$ cat src/rtl/core/imm_pkg.sv
`timescale 1ns / 1ps

package imm_pkg;

    // sizing
    localparam int MAX_DIM     = 8;
    localparam int ELEM_WIDTH  = 32;
    localparam int DATA_W      = 32;
    localparam int DIM_W       = 4;
    localparam int ROW_W       = 3;
    localparam int CFG_IDX_W   = 2;
    localparam int STORE_DEPTH = MAX_DIM * MAX_DIM;
    localparam int ADDR_W      = (STORE_DEPTH > 1) ? $clog2(STORE_DEPTH) : 1;
    localparam int COUNT_W     = ADDR_W + 1;
    localparam int IDX_W       = (MAX_DIM > 1) ? $clog2(MAX_DIM) : 1;

    // configuration register indexes
    typedef enum logic [CFG_IDX_W-1:0] {
        REG_ROWS_A = 2'd0,
        REG_COLS_A = 2'd1,
        REG_ROWS_B = 2'd2,
        REG_COLS_B = 2'd3
    } t_cfg_reg;

    // work handed from the front to the back
    typedef enum logic {
        CMD_ERROR    = 1'b0,
        CMD_MULTIPLY = 1'b1
    } t_cmd;

    // clamped matrix dimensions
    typedef struct packed {
        logic [DIM_W-1:0] ra;
        logic [DIM_W-1:0] ca;
        logic [DIM_W-1:0] rb;
        logic [DIM_W-1:0] cb;
    } t_dims;

    // element store write
    typedef struct packed {
        logic              a_we;
        logic              b_we;
        logic [ADDR_W-1:0] addr;
        logic [DATA_W-1:0] data;
    } t_store_wr;

    // one result transaction
    typedef struct packed {
        logic [DATA_W-1:0] product;
        logic [ROW_W-1:0]  row;
        logic [ROW_W-1:0]  column;
        logic              last;
        logic              error;
    } t_result;

    // zero reads as one, anything above the maximum as the maximum
    function automatic logic [DIM_W-1:0] clamp_dim(input logic [DIM_W-1:0] v);
        logic [DIM_W-1:0] r;
        if (v == '0) begin
            r = DIM_W'(1);
        end else if (v > DIM_W'(MAX_DIM)) begin
            r = DIM_W'(MAX_DIM);
        end else begin
            r = v;
        end
        return r;
    endfunction

    // sign extend from the element width
    function automatic logic [DATA_W-1:0] sext_elem(input logic [DATA_W-1:0] raw);
        logic signed [DATA_W-1:0] s;
        s = $signed(raw << (DATA_W - ELEM_WIDTH));
        s = s >>> (DATA_W - ELEM_WIDTH);
        return s;
    endfunction

endpackage

$ cat src/rtl/core/imm_front.sv
`timescale 1ns / 1ps

module imm_front (
    input  logic                  i_clk,
    input  logic                  i_rst_n,
    input  logic                  i_push,
    input  logic                  i_kind,
    input  logic [31:0]           i_element,
    input  imm_pkg::t_dims        i_dims,
    input  logic                  i_cfg_we,
    input  logic                  i_q_full,
    input  logic                  i_done,
    output logic                  o_full,
    output logic                  o_wait,
    output logic                  o_q_push,
    output imm_pkg::t_cmd         o_q_cmd,
    output imm_pkg::t_store_wr    o_wr
);

    import imm_pkg::*;

    logic [COUNT_W-1:0] r_cnt_a;
    logic [COUNT_W-1:0] r_cnt_b;
    logic [COUNT_W-1:0] n_cnt_a;
    logic [COUNT_W-1:0] n_cnt_b;
    logic               r_wait;
    logic [COUNT_W-1:0] w_size_a;
    logic [COUNT_W-1:0] w_size_b;
    logic               w_accept;
    logic               w_mismatch;
    logic               w_stored;
    logic               w_complete;

    assign o_full   = i_q_full | r_wait;
    assign o_wait   = r_wait;
    assign w_accept = i_push & ~o_full;

    // classify the incoming transaction
    always_comb begin
        w_size_a   = COUNT_W'(i_dims.ra) * COUNT_W'(i_dims.ca);
        w_size_b   = COUNT_W'(i_dims.rb) * COUNT_W'(i_dims.cb);
        w_mismatch = (i_dims.ca != i_dims.rb);
        n_cnt_a    = r_cnt_a;
        n_cnt_b    = r_cnt_b;
        w_stored   = 1'b0;
        o_wr.a_we  = 1'b0;
        o_wr.b_we  = 1'b0;
        o_wr.addr  = i_kind ? r_cnt_b[ADDR_W-1:0] : r_cnt_a[ADDR_W-1:0];
        o_wr.data  = sext_elem(i_element);
        if (w_accept && !w_mismatch) begin
            if (!i_kind && r_cnt_a < w_size_a) begin
                o_wr.a_we = 1'b1;
                n_cnt_a   = r_cnt_a + COUNT_W'(1);
                w_stored  = 1'b1;
            end else if (i_kind && r_cnt_b < w_size_b) begin
                o_wr.b_we = 1'b1;
                n_cnt_b   = r_cnt_b + COUNT_W'(1);
                w_stored  = 1'b1;
            end
        end
        w_complete = w_stored && n_cnt_a >= w_size_a && n_cnt_b >= w_size_b;
        o_q_push   = w_accept && (w_mismatch || w_complete);
        o_q_cmd    = w_mismatch ? CMD_ERROR : CMD_MULTIPLY;
    end

    // load counts and hold-off while the back reads the stores
    always_ff @(posedge i_clk) begin
        if (!i_rst_n) begin
            r_cnt_a <= '0;
            r_cnt_b <= '0;
            r_wait  <= 1'b0;
        end else begin
            if (i_cfg_we || w_complete) begin
                r_cnt_a <= '0;
                r_cnt_b <= '0;
            end else begin
                r_cnt_a <= n_cnt_a;
                r_cnt_b <= n_cnt_b;
            end
            if (w_complete) begin
                r_wait <= 1'b1;
            end else if (i_done) begin
                r_wait <= 1'b0;
            end
        end
    end

endmodule

$ cat config.mk
export PLATFORM = sky130hd
export DESIGN_NAME = imm_front
export DESIGN_NICKNAME = d
export VERILOG_FILES = /design/src/rtl/core/imm_pkg.sv /design/src/rtl/core/imm_front.sv
export SDC_FILE = /design/constraint.sdc
export NUM_CORES = 1
export LEC_CHECK = 0
export BUFFER_PORTS_ARGS = -buffer_cell sky130_fd_sc_hd__buf_4
export CAP_MARGIN = 10
export CORE_UTILIZATION = 40
export DETAILED_ROUTE_END_ITERATION = 12
export PLACE_DENSITY = 0.67
export SYNTH_ARGS = -nofsm -noshare
export SYNTH_HDL_FRONTEND = slang
export SYNTH_SLANG_ARGS = --single-unit
$ cat constraint.sdc
create_clock -name i_clk -period 24.2 [get_ports i_clk]
set_input_delay 6.05 -clock i_clk [delete_from_list [all_inputs] [get_ports i_clk]]
set_output_delay 6.05 -clock i_clk [all_outputs]
set_load 0.01 [all_outputs]
Yosys cells after proc, flatten, opt, wreduce, memory -nomap -nowiden. Cells that the tools add are included. Widths: inputs -> output; s select.

Register bits after elaboration: 15. Bits in latches: 0. RAM bits: 0. Bits in read-only memories: 0. Output and inout bits: 44. Logic and storage cells: 43. Memories: 0.

$add $sub $neg: 2. Multipliers: 2. Div/mod/pow operators: 0. $lt $le $gt $ge: 4. Eq/ne operators: 1. Shift-type cells: 0. Mux-type cells: 15. Bitwise gates (word level): 4. Reduce and logical (&&, ||, !) cells: 12.

Operators with widths (count): $mux 7 (5); $add 7x1->7 const B (2); $ge 7x7->1 (2); $lt 7x7->1 (2); $mul 4x4->7 (2); $mux 1 (8); $logic_and 1x1->1 (6); $mux 6 (1); $ne 4x4->1 (1); $logic_not 1->1 (2); $logic_or 1x1->1 (2); $mux 2 (1); $not 1->1 (2); $reduce_bool 2->1 (1); $reduce_or 2->1 (1); $and 1x1->1 (1); $or 1x1->1 (1).

Logic depth before layout (Yosys ltp). Gate-level depths: netlist of the first run.

Depth after elaboration: 10. Gate-level depth with buffers: 24.

Worst setup path before layout of the first run. Ideal clock, no wire load.

Kind: input -> output. From: in i_dims[12] (netlist name). To: out o_q_push. Arrival time: 11.189 ns. Setup slack: 6.961 ns. Stages: 21. Path buffers: 0. Path through: nand2_1 > fa_1 > inv_1 > fa_1 > fa_1 > xnor2_1 > ha_1 > a21oi_1 > o21ai_2 > o311ai_2 > o31ai_1 > a21oi_4 > mux2_2 > ha_1 > a31oi_1 > o21ai_0 > or2_2 > a21o_2 > o2111ai_4 > or3_1 > a21boi_0.

Longest elaborated chain between the ends: 10.

Ends and longest elaborated chain: from (decl) (RTL line imm_front.sv:9) `input imm_pkg::t_dims i_dims,`; $mul 4x4->7 (RTL line imm_front.sv:40) `w_size_a = COUNT_W'(i_dims.ra) * COUNT_W'(i_dims.ca);`; $lt 7x7->1 (RTL line imm_front.sv:51) `if (!i_kind && r_cnt_a < w_size_a) begin`; $logic_and 1x1->1 (RTL line imm_front.sv:51); $mux 7 (RTL line imm_front.sv:51); $mux 7 (RTL line imm_front.sv:50) `if (w_accept && !w_mismatch) begin`; via n_cnt_a[1] (RTL line imm_front.sv:24) `logic [COUNT_W-1:0] n_cnt_a;`; $ge 7x7->1 (RTL line imm_front.sv:61) `w_complete = w_stored && n_cnt_a >= w_size_a && n_cnt_b >= w_size_b;`; $logic_and 1x1->1 (2 in series) (RTL line imm_front.sv:61); $logic_or 1x1->1 (RTL line imm_front.sv:62) `o_q_push = w_accept && (w_mismatch || w_complete);`; $logic_and 1x1->1 (RTL line imm_front.sv:62); to (decl) (RTL line imm_front.sv:15) `output logic o_q_push,`.

The timed path passes the listed nets, and every way through them passes these cells.

Worst setup path after layout of the first run.
From: in i_dims[11] (netlist name). To: out o_q_push.

Longest elaborated chain between the ends: 10.

Ends and longest elaborated chain (RTL line): $mul 4x4->7 (imm_front.sv:40); $lt 7x7->1 (imm_front.sv:51); $logic_and 1x1->1 (imm_front.sv:51); $mux 7 (imm_front.sv:51); $mux 7 (*) (imm_front.sv:50); via n_cnt_a[2] (imm_front.sv:24); $ge 7x7->1 (*) (imm_front.sv:61); $logic_and 1x1->1 (*) (2 in series) (imm_front.sv:61); $logic_or 1x1->1 (*) (imm_front.sv:62); $logic_and 1x1->1 (*) (imm_front.sv:62).

Mark *: on every way through the listed nets, which the timed path passes. The rest lies on a longest branch.

==> run metrics, run 1 <==
Worst Reg-to-Reg Cells 15; reg2reg setup slack 19.61 ns; final WL 5180 um; Layout Utilization 43.7%; hold buffers post-CTS 0; Static Leak 1.30 nW; Slew @ Worst Pin 0.945 ns; dominant synthesized flop cell dfxtp_1; Top Layer Used met4; Setup TNS 0 ns; FFs w/ async S/R, synth 0%; Max Root-Sink Buffers 2; syn_area_per_cell 9.14 sq um; GR Overflow Total 0; Final Max Tran Viols 0; initial DRC count 56; status completed; area share of the largest cell type after synthesis 19.7%; number of synthesized flops with an enable pin 0; mean number of vias per cell approximately 5.3; Post-CTS Setup Bufs 0; number of cells upsized or downsized after cts 0; Worst Hold Path Cells 2; # port buffers 34; RSZ-0062 raised after global routing false; dpl hpwl 4400 um; area delta synth->final 4.64%; share of cells above drive strength 1 27.5%; sequential area share after synthesis 11.3%; clock buffer count from CTS 3; DR WL/cell 13.9 um; GRT Overall Usage 14.8%; Tcrit/Tclk final 74.1%; f_max 55.8 MHz; Clock Sinks 15; synthesized area between 2000 and 3000 sq um; clock root buffer clkbuf_8; routed wl met3 293 um; 1st-pass router iterations 4; reg2reg end r_cnt_a[3]; Synth cell types 62; Die Width 83.7 um; CP peak stage delay 0.53 ns; Starting Density 41.8%; CP max FO 8; Clock Latency Late Sink around 0.25 ns; Buf+Inv Stages, Crit Path 3; crit path DAT about 12 ns; first-pass GRT wire length between 8000 and 9000 um; Hold Path End o_wait; H-tree depth 1; Setup crit end kind output port; initial antenna violation count 0; flops & latches, synth 15; core footprint about 6400 sq um; CTS clk-pin slew, worst paths around 0.060 ns; worst clock skew 0.0117 ns; CP Data Required Time ~18 ns; final cell count without fillers approximately 370; Die Ht 83.7 um; Crit path max-delay family compound AO/OA/AOI/OAI gates; Ys Warns 0; Post-Place Cells 368; Slew HR 36.8%; fin nets 401; most area-hungry cell type in the Yosys netlist ha_1; CP max-delay cell fa_1; Cell Rows 29; crit start category primary input; max cap viols 0; Post-Place Worst Slack between 6 and 7 ns; Setup CP Type in2out; peak supply drop roughly 0.026 mV; Die Area approximately 7000 sq um; worst hold path class reg2reg; final hold violations 0; Critical R2R Launch r_cnt_b[1]; fin crit period 17.93 ns; wire length on met1 2620 um; GPL Wtd Cong 0.770; CTS tree done; cell count after synthesis 292; routed wl met2 roughly 2200 um; Total Power 92.3 uW; IO Pins 99; Residual DRC 0; largest net degree at the start of global routing 15; Vias 1970; vias in the first global route 1869; final setup fails 0; Pwr Density 33.1 nW/um^2; Top cell by count, worst path fa_1; synth top area cells ha_1 20%, dfxtp_1 11%, buf_4 9.0%, fa_1 6.0%, xnor2_1 5.9%; Post-Syn Nets 397; diode count 0; Routed Antenna Nets 0; min-delay src o_wait; setup slack after layout 6.27 ns
kinds of logic after synthesis:
kind of cell | after synthesis | share of synthesized area [%]
XOR/XNOR | 25 | 8.20
AO/OA/AOI/OAI | 47 | 15.0
buffers and inverters | 47 | 12.0
multiplexers | 8 | 3.38
adder cells (fa/ha/maj) | 50 | 25.7
AND/OR/NAND/NOR | 100 | 24.5
flip-flops | 15 | 11.3
worst min-delay path: cells and delay by family, from the launching register on:
kind | cells | cell delay, ns
flops | 1 | 0.33
simple gates | 1 | 0.07
compound gates | 1 | 0.07
final cells by class:
| class | instances | area (sq um) |
|---|---|---|
| Clock buffer | 3 | 41.3 |
| Fill cell | 648 | 3590 |
| Timing Repair Buffer | 34 | 255 |
| Inverter | 12 | 45.0 |
| Multi-Input combinational cell | 230 | 2050 |
| Clock inverter | 1 | 7.51 |
| Tap cell | 77 | 96.3 |
| Sequential cell | 15 | 300 |
metrics by stage:
step / cell area (sq um) / hold WS, ns
global placement: 2740 / 0.502
finish: 2790 / 0.525
floorplan: 2670 / 0.519
CTS: 2790 / 0.537
detailed placement: 2740 / 0.525
global route: 2790 / 0.573
power by group:
group	switching, mW	internal (mW)	leakage (nW)
clock	0.00978	0.0116	0.0217
combinational	0.0258	0.0205	1.15
sequential	0.0000218	0.0247	0.121
how the worst max path moves through the flow:
stage | from | endpoint | slack, ns | cells after the start
global route | i_dims[11] | o_q_push | 5.86 | 25
floorplan | i_dims[12] | o_q_push | 6.96 | 21
finish | i_dims[11] | o_q_push | 6.27 | 25
detailed placement | i_dims[11] | o_q_push | 6.25 | 24
CTS | i_dims[11] | o_q_push | 6.25 | 25
global placement | i_dims[11] | o_q_push | 6.33 | 25
state kept, by name (all words and copies together), names as in the netlist:
name / count
r_cnt_b: 7
o_wait: 1
r_cnt_a: 7
routing by layer:
layer / up-vias / track usage [%]
met4: 0 / 1.39
met3: 10 / 3.86
met5: - / 0
met1: 906 / 21.0
li1: 1009 / -
met2: 45 / 23.1
cell usage in the layout (no fill, tap or decap), types with 8 or more instances in the layout:
| cell | count |
|---|---|
| and2_1 | 24 |
| dfxtp_1 | 15 |
| xnor2_1 | 18 |
| inv_1 | 12 |
| a21oi_1 | 9 |
| mux2_2 | 8 |
| fa_1 | 8 |
| ha_1 | 42 |
| nand2_1 | 19 |
| buf_4 | 34 |
cells in the mapped netlist (6+ instances only):
cell type and n:
ha_1 42, buf_4 32, and2_1 24, nand2_1 19, xnor2_1 18, dfxtp_1 15
inv_1 12, a21oi_1 9, fa_1 8, mux2_2 8, and3_1 7, xor2_1 7
nor2_2 6
(Power assumes the default switching activity.)
==> inputs of run 2 (changes only) <==
- PLACE_DENSITY: 0.67 -> 0.7
- clock period: 24.2 -> 14.4 ns (I/O delays scaled with it)
==> run metrics, run 2 (synthesis results as in run 1) <==
commonest cells after routing, fill and taps aside 42 x ha_1, 34 x buf_4, 24 x and2_1; CP max FO 8 (unchanged); Post-Place Worst Slack 1.38 ns (-4.87 ns); crit path DAT 9.44 ns (-2.44 ns); DP Area 2740 sq um (unchanged); final cell count without fillers 372 (unchanged); first-pass GRT wire length 9240 um (+7.0%); most common cell after layout, fill and taps aside ha_1; Tcrit/Tclk final 90.6%; GR Overflow Total 0 (unchanged); fill count 619 (-4.5%); Slew @ Worst Pin 0.937 ns (-0.00790 ns); Clock Latency Late Sink 0.25 ns (about the same); Final Max Tran Viols 0 (unchanged); DR WL/cell 13.8 um (-0.93%); Setup crit end kind output port; Static Leak 1.30 nW (about the same); Critical Path, Cell by Cell buf_4, nand2_1, fa_1, inv_1, fa_1, fa_1, xnor2_1, ha_1, a21oi_1, o21ai_2, o311ai_2, o31ai_1, a21oi_4, mux2_2, ha_1, a21o_1, a31oi_1, o21ai_0, or2_2, a211o_2, o2111ai_4, or3_1, a21boi_0, buf_4; initial DRC count 78 (+39%); Max Root-Sink Buffers 2 (unchanged); Post-CTS Setup Bufs 0 (unchanged); Residual DRC 0 (unchanged); worst clock skew 0.00184 ns (-0.00990 ns); Setup CP Type in2out; 1st-pass router iterations 4 (unchanged); Pwr Density 55.3 nW/um^2 (+67%); Setup TNS 0 ns (unchanged); mean number of vias per cell 5.33 (+0.71%); final WL 5130 um (-0.93%); Die Area 7000 sq um (unchanged); GRT Overall Usage 15.7% (+0.89 points); Cell Rows 29 (unchanged); CP Data Required Time 10.80 ns (-7.35 ns); Buf+Inv Stages, Crit Path 3 (unchanged); setup slack after layout 1.36 ns (-4.91 ns); RSZ-0062 raised after global routing false; peak supply drop 0.0444 mV (+73%); Design Area, Final 2790 sq um (-0.13%); Top cell by count, worst path fa_1; status completed; dpl hpwl 4330 um (-1.7%); final setup fails 0 (unchanged); number of cells upsized or downsized after cts 0 (unchanged); CP max-delay cell fa_1; fin nets 401 (unchanged); Starting Density 41.8% (unchanged); core footprint 6390 sq um (unchanged); f_max 76.7 MHz; fin crit period ~13 ns; Routed Antenna Nets 0 (unchanged); Clock Sinks 15 (unchanged); final hold violations 0 (unchanged); Slew HR 37.4% (+0.53 points); CP peak stage delay 0.53 ns (about the same); diode count 0 (unchanged); hold buffers post-CTS 0 (unchanged); initial antenna violation count 0 (unchanged); Post-Place Cells 368 (unchanged); Vias 1984 (+0.71%); H-tree depth 1 (unchanged); vias in the first global route 2005 (+7.3%); # port buffers 34 (unchanged); largest net degree at the start of global routing 15 (unchanged); max cap viols 0 (unchanged); Layout Utilization 43.7% (-0.059 points); IO Pins 99 (unchanged); Die Width 83.7 um (unchanged); clock root buffer clkbuf_8; CTS clk-pin slew, worst paths 0.06 ns (about the same); Die Ht 83.7 um (unchanged); worst hold path class reg2reg; share of cells above drive strength 1 27.1% (-0.34 points); area delta synth->final 4.50%; Crit path max-delay family compound AO/OA/AOI/OAI gates; clock buffer count from CTS 3 (unchanged); crit start category primary input; GPL Wtd Cong 0.749 (-2.7%); CTS tree done
## run 2: changes by cell type in the layout (fill, tap and decap cells not counted)
| cell | before | now |
|---|---|---|
| clkbuf_1 | 0 | 1 |
| clkinvlp_4 | 1 | 0 |
## run 2: path summary, 6_finish.rpt
check             start         end  slack, ns  depth (start not counted)
max          i_dims[11]    o_q_push       1.36                         24
min              o_wait      o_wait       0.51                          2
max reg2reg  r_cnt_b[1]  r_cnt_a[1]       9.83                         15
min reg2reg      o_wait      o_wait       0.51                          2
## run 2: layer usage
metal	GRT usage, %	share of wire [%]	wire (um)
met4	2.31	0.70	36
met5	0	0	0
met3	3.96	6.0	307
met2	23.9	42	2160
met1	22.5	51	2630
## run 2: through the flow
step	hold WS [ns]	power [mW]
floorplan	0.519	0.111
global placement	0.507	0.118
detailed placement	0.513	0.120
CTS	0.524	0.156
global route	0.565	0.169
finish	0.512	0.154
## run 2: worst min-delay path: stages, from the launching register on
cell	delay (ns)
dfxtp_1	0.33
nand2b_1	0.07
a21boi_0	0.07
## run 2: layout make-up
cell class,instances,area (sq um),area share (%)
sequential,15,300,10.8
inverter,12,45.0,1.62
clock buffer,4,45.0,1.62
multi-input combinational,230,2050,73.4
tap,77,96.3,3.45
timing repair buffer,34,255,9.15
## run 2: where the power goes
group / switching (mW) / leakage (nW) / internal [mW]
registers: 0.0000389 / 0.121 / 0.0415
clock network: 0.0158 / 0.0228 / 0.0196
logic: 0.0429 / 1.15 / 0.0344
==> inputs of run 3 (changes only) <==
- clock period: 14.4 -> 10.57 ns (I/O delays scaled with it)
==> run metrics, run 3 (synthesis results as in run 1) <==
dpl hpwl 4600 um (+6.3%); CP peak stage delay 0.49 ns (-0.04 ns); Die Ht 83.7 um (unchanged); final setup fails 0 (unchanged); Critical R2R Launch r_cnt_a[2]; Clock Latency Late Sink 0.25 ns (about the same); final WL 5870 um (+14%); reg2reg end r_cnt_b[6]; Crit path depth 25 (+4.2%); Max Root-Sink Buffers 2 (unchanged); initial antenna violation count 0 (unchanged); CTS tree done; first-pass GRT wire length 9250 um (about the same); fin crit period 10.44 ns; RSZ-0062 raised after global routing true; initial DRC count 46 (-41%); Clock Sinks 15 (unchanged); reg2reg setup slack 6.25 ns (-3.58 ns); GRT Overall Usage 15.8% (+0.10 points); crit start category primary input; status completed; mean number of vias per cell 5.24 (-1.7%); largest net degree at the start of global routing 15 (unchanged); max cap viols 0 (unchanged); Tcrit/Tclk final a little over nine tenths; GPL Wtd Cong 0.799 (+6.7%); crit path from i_dims[11]; f_max 95.8 MHz; fin nets 430 (+7.2%); vias in the first global route 2017 (+0.60%); Die Area 7000 sq um (unchanged); Routed Antenna Nets 0 (unchanged); Die Width 83.7 um (unchanged); Worst Hold Path Cells 2 (unchanged); worst clock skew 0.00496 ns (+0.00311 ns); Cell Rows 29 (unchanged); Worst Reg-to-Reg Cells 18 (+3); Starting Density 41.8% (unchanged); diode count 0 (unchanged); Residual DRC 0 (unchanged); Post-Place Cells 386 (+4.9%); Pwr Density 76.4 nW/um^2 (+38%); # port buffers 34 (unchanged); core footprint 6390 sq um (unchanged); Setup TNS 0 ns (unchanged); Slew @ Worst Pin 0.917 ns (-0.0209 ns); Total Power 249 uW (+61%); Buf+Inv Stages, Crit Path 3 (unchanged); Setup crit end kind output port; H-tree depth 1 (unchanged); peak supply drop 0.0683 mV (+54%); Design Area, Final 3260 sq um (+17%); worst hold path class reg2reg; share of cells above drive strength 1 42.0% (+15 points); CP max FO 4 (-4); 1st-pass router iterations 4 (unchanged); final cell count without fillers 401 (+7.8%); final hold violations 0 (unchanged); commonest cells after routing, fill and taps aside 58 x buf_4, 39 x ha_1, 24 x and2_1; Static Leak 1.50 nW (+15%); setup slack after layout 0.134 ns (-1.22 ns); CP max-delay cell fa_1; clock root buffer clkbuf_8; Slew HR 38.8% (+1.4 points); Post-Place Worst Slack -0.140 ns (-1.52 ns); IO Pins 99 (unchanged); most common cell after layout, fill and taps aside buf_4; Worst Setup EP o_q_push; Vias 2103 (+6.0%); Crit path max-delay family adder cells; clock buffer count from CTS 3 (unchanged); CTS clk-pin slew, worst paths 0.06 ns (about the same); GR Overflow Total 0 (unchanged); CP Data Required Time 7.93 ns (-2.87 ns); hold buffers post-CTS 0 (unchanged); DP Area 2880 sq um (+4.9%); DR WL/cell 14.6 um (+6.2%); Setup CP Type in2out; Final Max Tran Viols 0 (unchanged); crit path DAT 7.79 ns (-1.65 ns); area delta synth->final 22.0%
-- run 3: layout make-up --
type | instances | area (sq um)
fill | 592 | 3130
multi-input combinational | 230 | 2270
timing repair buffer | 63 | 499
sequential | 15 | 300
tap | 77 | 96.3
clock buffer | 4 | 45.0
inverter | 12 | 45.0
-- run 3: worst min-delay path by stage --
stage / start / endpoint / slack (ns)
after floorplan: o_wait / o_wait / 0.52
after CTS: o_wait / o_wait / 0.55
final: o_wait / o_wait / 0.53
after detailed placement: o_wait / o_wait / 0.54
after global routing: o_wait / o_wait / 0.58
after global placement: o_wait / o_wait / 0.51
-- run 3: worst min-delay path: stages, from the launching register on --
cell	delay [ns]
dfxtp_1	0.33
nand2b_1	0.07
a21boi_0	0.08
-- run 3: power breakdown --
part | switching [mW] | leakage, nW | internal, mW
registers | 0.0000572 | 0.121 | 0.0566
clock network | 0.0199 | 0.0228 | 0.0267
logic | 0.0744 | 1.35 | 0.0710
total | 0.0943 | 1.50 | 0.154
-- run 3: per-layer routing --
metal,track usage (%),part of all wire [%]
met1,21.4,48
met2,26.5,47
met3,3.76,4.5
met4,0.924,0.22
met5,0,0
-- run 3: repair_timing --
item                       in CTS  in global routing
resized for setup              13                 36
pin swaps                       9                 29
setup endpoints to repair       1                  1
buffers inserted                3                  8
-- run 3: through the flow --
stage / utilization (%) / hold WS, ns
after floorplan: - / 0.519
after global placement: 45.1 / 0.511
after detailed placement: 45.1 / 0.535
after CTS: 47.2 / 0.547
after global routing: 51.0 / 0.580
final: 51.0 / 0.530
